File: src/sv/upx_pkg.sv
// Shared types and constants for the pixel-art 2x upscaler.
// Used by the block expander, the top level, the checker and the testbench.
// No dependencies.
package upx_pkg;

  localparam int PIX_W = 24;
  typedef logic [PIX_W-1:0] pix_t;

  // channel masks for the per-channel truncating average
  localparam pix_t RB_MASK = 24'hFF00FF;
  localparam pix_t G_MASK  = 24'h00FF00;

  // configuration register file
  localparam int FRAME_W_BITS = 11;
  localparam int FRAME_H_BITS = 13;
  localparam int CFG_DATA_W   = 13;
  localparam int CFG_INDEX_W  = 1;
  localparam logic [CFG_INDEX_W-1:0] REG_FRAME_WIDTH  = 1'b0;
  localparam logic [CFG_INDEX_W-1:0] REG_FRAME_HEIGHT = 1'b1;
  localparam logic [FRAME_W_BITS-1:0] FRAME_W_RESET = 11'd640;
  localparam logic [FRAME_H_BITS-1:0] FRAME_H_RESET = 13'd400;

  // input word kinds
  localparam logic KIND_PIXEL = 1'b0;
  localparam logic KIND_DRAIN = 1'b1;

  // result queue
  localparam int OUT_DEPTH = 8;
  localparam int OUT_PTR_W = $clog2(OUT_DEPTH);
  localparam int OUT_CNT_W = OUT_PTR_W + 1;

  // which neighbours of a block lie inside the frame
  typedef struct packed {
    logic up;
    logic dn;
    logic lf;
    logic rt;
  } upx_bound_t;

  // one line store entry: row above and middle row of a column
  typedef struct packed {
    pix_t upper;
    pix_t middle;
  } line_word_t;

endpackage

File: src/sv/upx_expand.sv
// Expands one 3x3 neighbourhood into a 2x2 block: Scale2x edge rules,
// then a diagonal average where a rule keeps the centre. Uses upx_pkg.
module upx_expand (
  input  upx_pkg::pix_t [8:0]  nb,
  input  upx_pkg::upx_bound_t  bounds,
  output upx_pkg::pix_t        q_tl,
  output upx_pkg::pix_t        q_tr,
  output upx_pkg::pix_t        q_bl,
  output upx_pkg::pix_t        q_br
);
  import upx_pkg::*;

  // per-channel truncating average of two pixels
  function automatic pix_t avg2(input pix_t x, input pix_t y);
    logic [PIX_W:0] rb;
    logic [PIX_W:0] g;
    rb = {1'b0, x & RB_MASK} + {1'b0, y & RB_MASK};
    g  = {1'b0, x & G_MASK} + {1'b0, y & G_MASK};
    return (rb[PIX_W:1] & RB_MASK) | (g[PIX_W:1] & G_MASK);
  endfunction

  pix_t p, a, b, c, d, e, f, g, h;
  pix_t p0, p1, p2, p3;

  // replicate the centre for neighbours outside the frame
  always_comb begin
    p = nb[4];
    a = bounds.up ? nb[1] : p;
    c = bounds.lf ? nb[3] : p;
    b = bounds.rt ? nb[5] : p;
    d = bounds.dn ? nb[7] : p;
    e = (bounds.up && bounds.lf) ? nb[0] : p;
    f = (bounds.up && bounds.rt) ? nb[2] : p;
    g = (bounds.dn && bounds.lf) ? nb[6] : p;
    h = (bounds.dn && bounds.rt) ? nb[8] : p;
  end

  // edge rules, then blend with the diagonal on a staircase
  always_comb begin
    p0 = (c == a && c != d && a != b) ? a : p;
    p1 = (a == b && a != c && b != d) ? b : p;
    p2 = (d == c && d != b && c != a) ? c : p;
    p3 = (b == d && b != a && d != c) ? d : p;
    if (p0 == p && e == a && e == c && a != b && c != d) begin
      p0 = avg2(p, e);
    end
    if (p1 == p && f == a && f == b && a != c && b != d) begin
      p1 = avg2(p, f);
    end
    if (p2 == p && g == c && g == d && c != a && d != b) begin
      p2 = avg2(p, g);
    end
    if (p3 == p && h == b && h == d && b != a && d != c) begin
      p3 = avg2(p, h);
    end
  end

  assign q_tl = p0;
  assign q_tr = p1;
  assign q_bl = p2;
  assign q_br = p3;

endmodule

File: config.mk
export PLATFORM = sky130hd
export DESIGN_NAME = upx_expand
export DESIGN_NICKNAME = d
export VERILOG_FILES = /design/src/sv/upx_pkg.sv /design/src/sv/upx_expand.sv
export SDC_FILE = /design/constraint.sdc
export NUM_CORES = 1
export LEC_CHECK = 0
export BUFFER_PORTS_ARGS = -buffer_cell sky130_fd_sc_hd__buf_4
export CORE_MARGIN = 2
export CORE_UTILIZATION = 41
export DETAILED_ROUTE_END_ITERATION = 8
export PLACE_DENSITY = 0.61
export SYNTH_ARGS = -nofsm -noshare
export SYNTH_HDL_FRONTEND = slang
export SYNTH_SLANG_ARGS = --single-unit
File: constraint.sdc
create_clock -name vclk -period 9.25
set_input_delay 2.775 -clock vclk [all_inputs]
set_output_delay 2.775 -clock vclk [all_outputs]
set_load 0.005 [all_outputs]
==> impl_metrics.csv <==
group,metric,value,unit
global_routing,grt_use_total,40.7,%
clock_tree,cts_hold_buf,0,
sta,min_period_over_period,98.5,%
placement,post-place-ws,0.0238,ns
logic_synthesis,synthCells,1971,
min_path,hold_end,"q_tr[18]",
cells_and_area,area_growth,21.0,%
sta,setup_violations,0,
cells_and_area,drive_above_1_share,24.5,%
power_and_ir_drop,ir_drop,0.0410,mV
die,core,0.0355,mm2
logic_synthesis,avgSynthCellArea,7.47,um2
global_routing,grt_pass1_vias,16100,
logic_synthesis,ys_top_cells_by_count,"mux2i_1, xnor2_1, clkbuf_1",
global_routing,grt_max_degree,44,
detailed_routing,antenna_left,0,
detailed_routing,drt_iter0_drc,2070,
sta,report.final.slew_viol_count,0,
logic_synthesis,yosysSeqAreaShare,0,%
detailed_routing,drtPass1Iterations,5,
cells_and_area,seq_cell_count,0,
sta,hold_violations,0,
logic_synthesis,synth_most_common_cell,"mux2i_1",
cells_and_area,nClkBuffers,0,
sta,rsz0062_at_grt,"no",
detailed_routing,drc,0,
min_path,hold_start,"nb[138]",
sta,worstMarginPinSlew,0.849,ns
worst_setup_path,critPathLaunchType,"primary input",
logic_synthesis,syn_nets,2287,
run_status,status,"finished, final reports clean",
placement,io_buffers,316,
sta,slew_headroom,42.8,%
worst_setup_path,path_max_fanout,25,
detailed_routing,dr_total_vias,17100,
worst_setup_path,cpMostUsedCell,"buf_4",
power_and_ir_drop,powerDensity,65.1,mW/mm2
global_routing,antenna_found_initial,0,
global_routing,grt_pass1_wl,115000,um
sta,fmaxAchievable,0.110,GHz
detailed_routing,drt-vias-per-instance,6.44,
placement,place_congestion,1.02,
sta,fin_setup_tns,0,ns
die,rows,69,
worst_setup_path,timing_worst_setup_path_type,"in2out",
sta,timing.final.ws_setup,0.139,ns
min_path,holdCritPathClass,"in2out",
worst_setup_path,critPathRequiredTime,6.48,ns
flow_run,cap_violations,0,
cells_and_area,seqCellArea,0,um2
detailed_routing,wirelength,80600,um
worst_setup_path,critical-path-max-stage-delay,0.64,ns
detailed_routing,detail_route.wl_per_cell,30.4,um
min_path,min_path_cells,4,
worst_setup_path,path_cells,"buf_4, mux2i_1, xor2_1, nand4_1, or4_1, o31a_1, nor2_1, nand3_1, buf_4, mux2i_1, mux2_2, buf_4",
placement,dp_hpwl,65000,um
die,start_util,41.5,%
power_and_ir_drop,power_leakage,0.00801,uW
worst_setup_path,worstSetupEndpointType,"output pin",
die,dieArea,0.0374,mm2
die,die_w,194,um
logic_synthesis,synth_top_area_share,19.9,%
power_and_ir_drop,total_power,1160,uW
cells_and_area,nets,2507,
global_routing,grt-ovfl-total,0,
logic_synthesis,synth_area_leaders,"mux2i_1, xnor2_1, xor2_1, ha_1, mux2_2",
die,dieHeight,194,um
worst_setup_path,cp_slowest_cell,"or4_1",
logic_synthesis,yosysTopAreaCell,"mux2i_1",
logic_synthesis,netlist_area,0.0147,mm2
logic_synthesis,synthDistinctLibCells,72,
die,boundaryPins,316,
logic_synthesis,yosysWarnings,0,
worst_setup_path,crit_arrival,6.34,ns
sta,min_period,9.11,ns
how the worst max path moves through the flow:
stage / to / cells after the start / start / slack (ns)
after detailed placement: q_bl[12] / 14 / bounds[2] / 0.02
after floorplan: q_bl[22] / 14 / bounds[1] / 0.62
after global placement: q_bl[12] / 14 / bounds[2] / 0.09
after global routing: q_tr[16] / 12 / bounds[0] / 0.05
final: q_tr[16] / 12 / bounds[0] / 0.14
after CTS: q_bl[12] / 14 / bounds[2] / 0.02
worst max-delay path: cells and delay by family:
family                    cells  cell delay [ns]
AOI/OAI and AO/OA             1             0.33
xor gates and xnor gates      1             0.26
buffers and inverters         3             0.82
muxes                         3             0.76
and+or+nand+nor               4             1.36
kinds of logic after synthesis:
logic type      count (synthesis)  share of synthesized area (%)
simple gates                  357                           12.3
fa+ha+maj                      96                           8.77
mux                           367                           25.6
xor+xnor                      385                           22.9
buf+inv                       311                           8.99
compound gates                455                           21.5
layout by cell type (no fill, tap or decap), types with 22 or more instances in the layout:
cell / n
a21o_1: 42
mux2_2: 73
o21bai_1: 22
nand3_1: 29
a221oi_1: 24
nand2_1: 71
nor2b_1: 27
ha_1: 84
o21ai_0: 52
xor2_1: 131
nor3_1: 40
nor2_1: 76
inv_1: 85
buf_4: 429
o22ai_1: 27
a21oi_1: 125
nor4_1: 42
o221ai_1: 23
xnor2_1: 254
mux2i_1: 291
metal layers:
layer | track usage (%) | share of wire [%]
met1 | 58.2 | 43
met2 | 61.7 | 42
met3 | 7.78 | 11
met4 | 11.9 | 3.7
met5 | 0 | 0
layout make-up:
cell class / instances / area (um2)
inverters: 87 / 327
repair buffers: 442 / 3470
well taps: 461 / 577
diodes: 2 / 5.00
fillers: 3565 / 17700
multi-input cells: 1660 / 13400
repair_timing:
item                                    CTS  global route
hold endpoints to repair                  0             0
resized for setup                         0             6
endpoints found under the setup margin    0            49
setup buffers                             0             4
through the flow:
stage / util, % / hold slack [ns] / area [um2] / cells
2_1_floorplan: - / 5.75 / 14700 / 1971
3_3_place_gp: 50.0 / 6.01 / 17700 / 2646
3_5_place_dp: 50.0 / 6.00 / 17700 / 2646
4_1_cts: 50.0 / 6.01 / 17700 / 2646
5_1_grt: 50.2 / 6.05 / 17800 / 2650
6_report: 50.2 / 6.01 / 17800 / 2652
power breakdown:
part	internal, uW	total (uW)	switching, uW
combinational	486	1160	674
clock	0.00000510	0.00000511	0
sequential	0	0	0
Note: power is estimated with default switching activity, not from simulation.
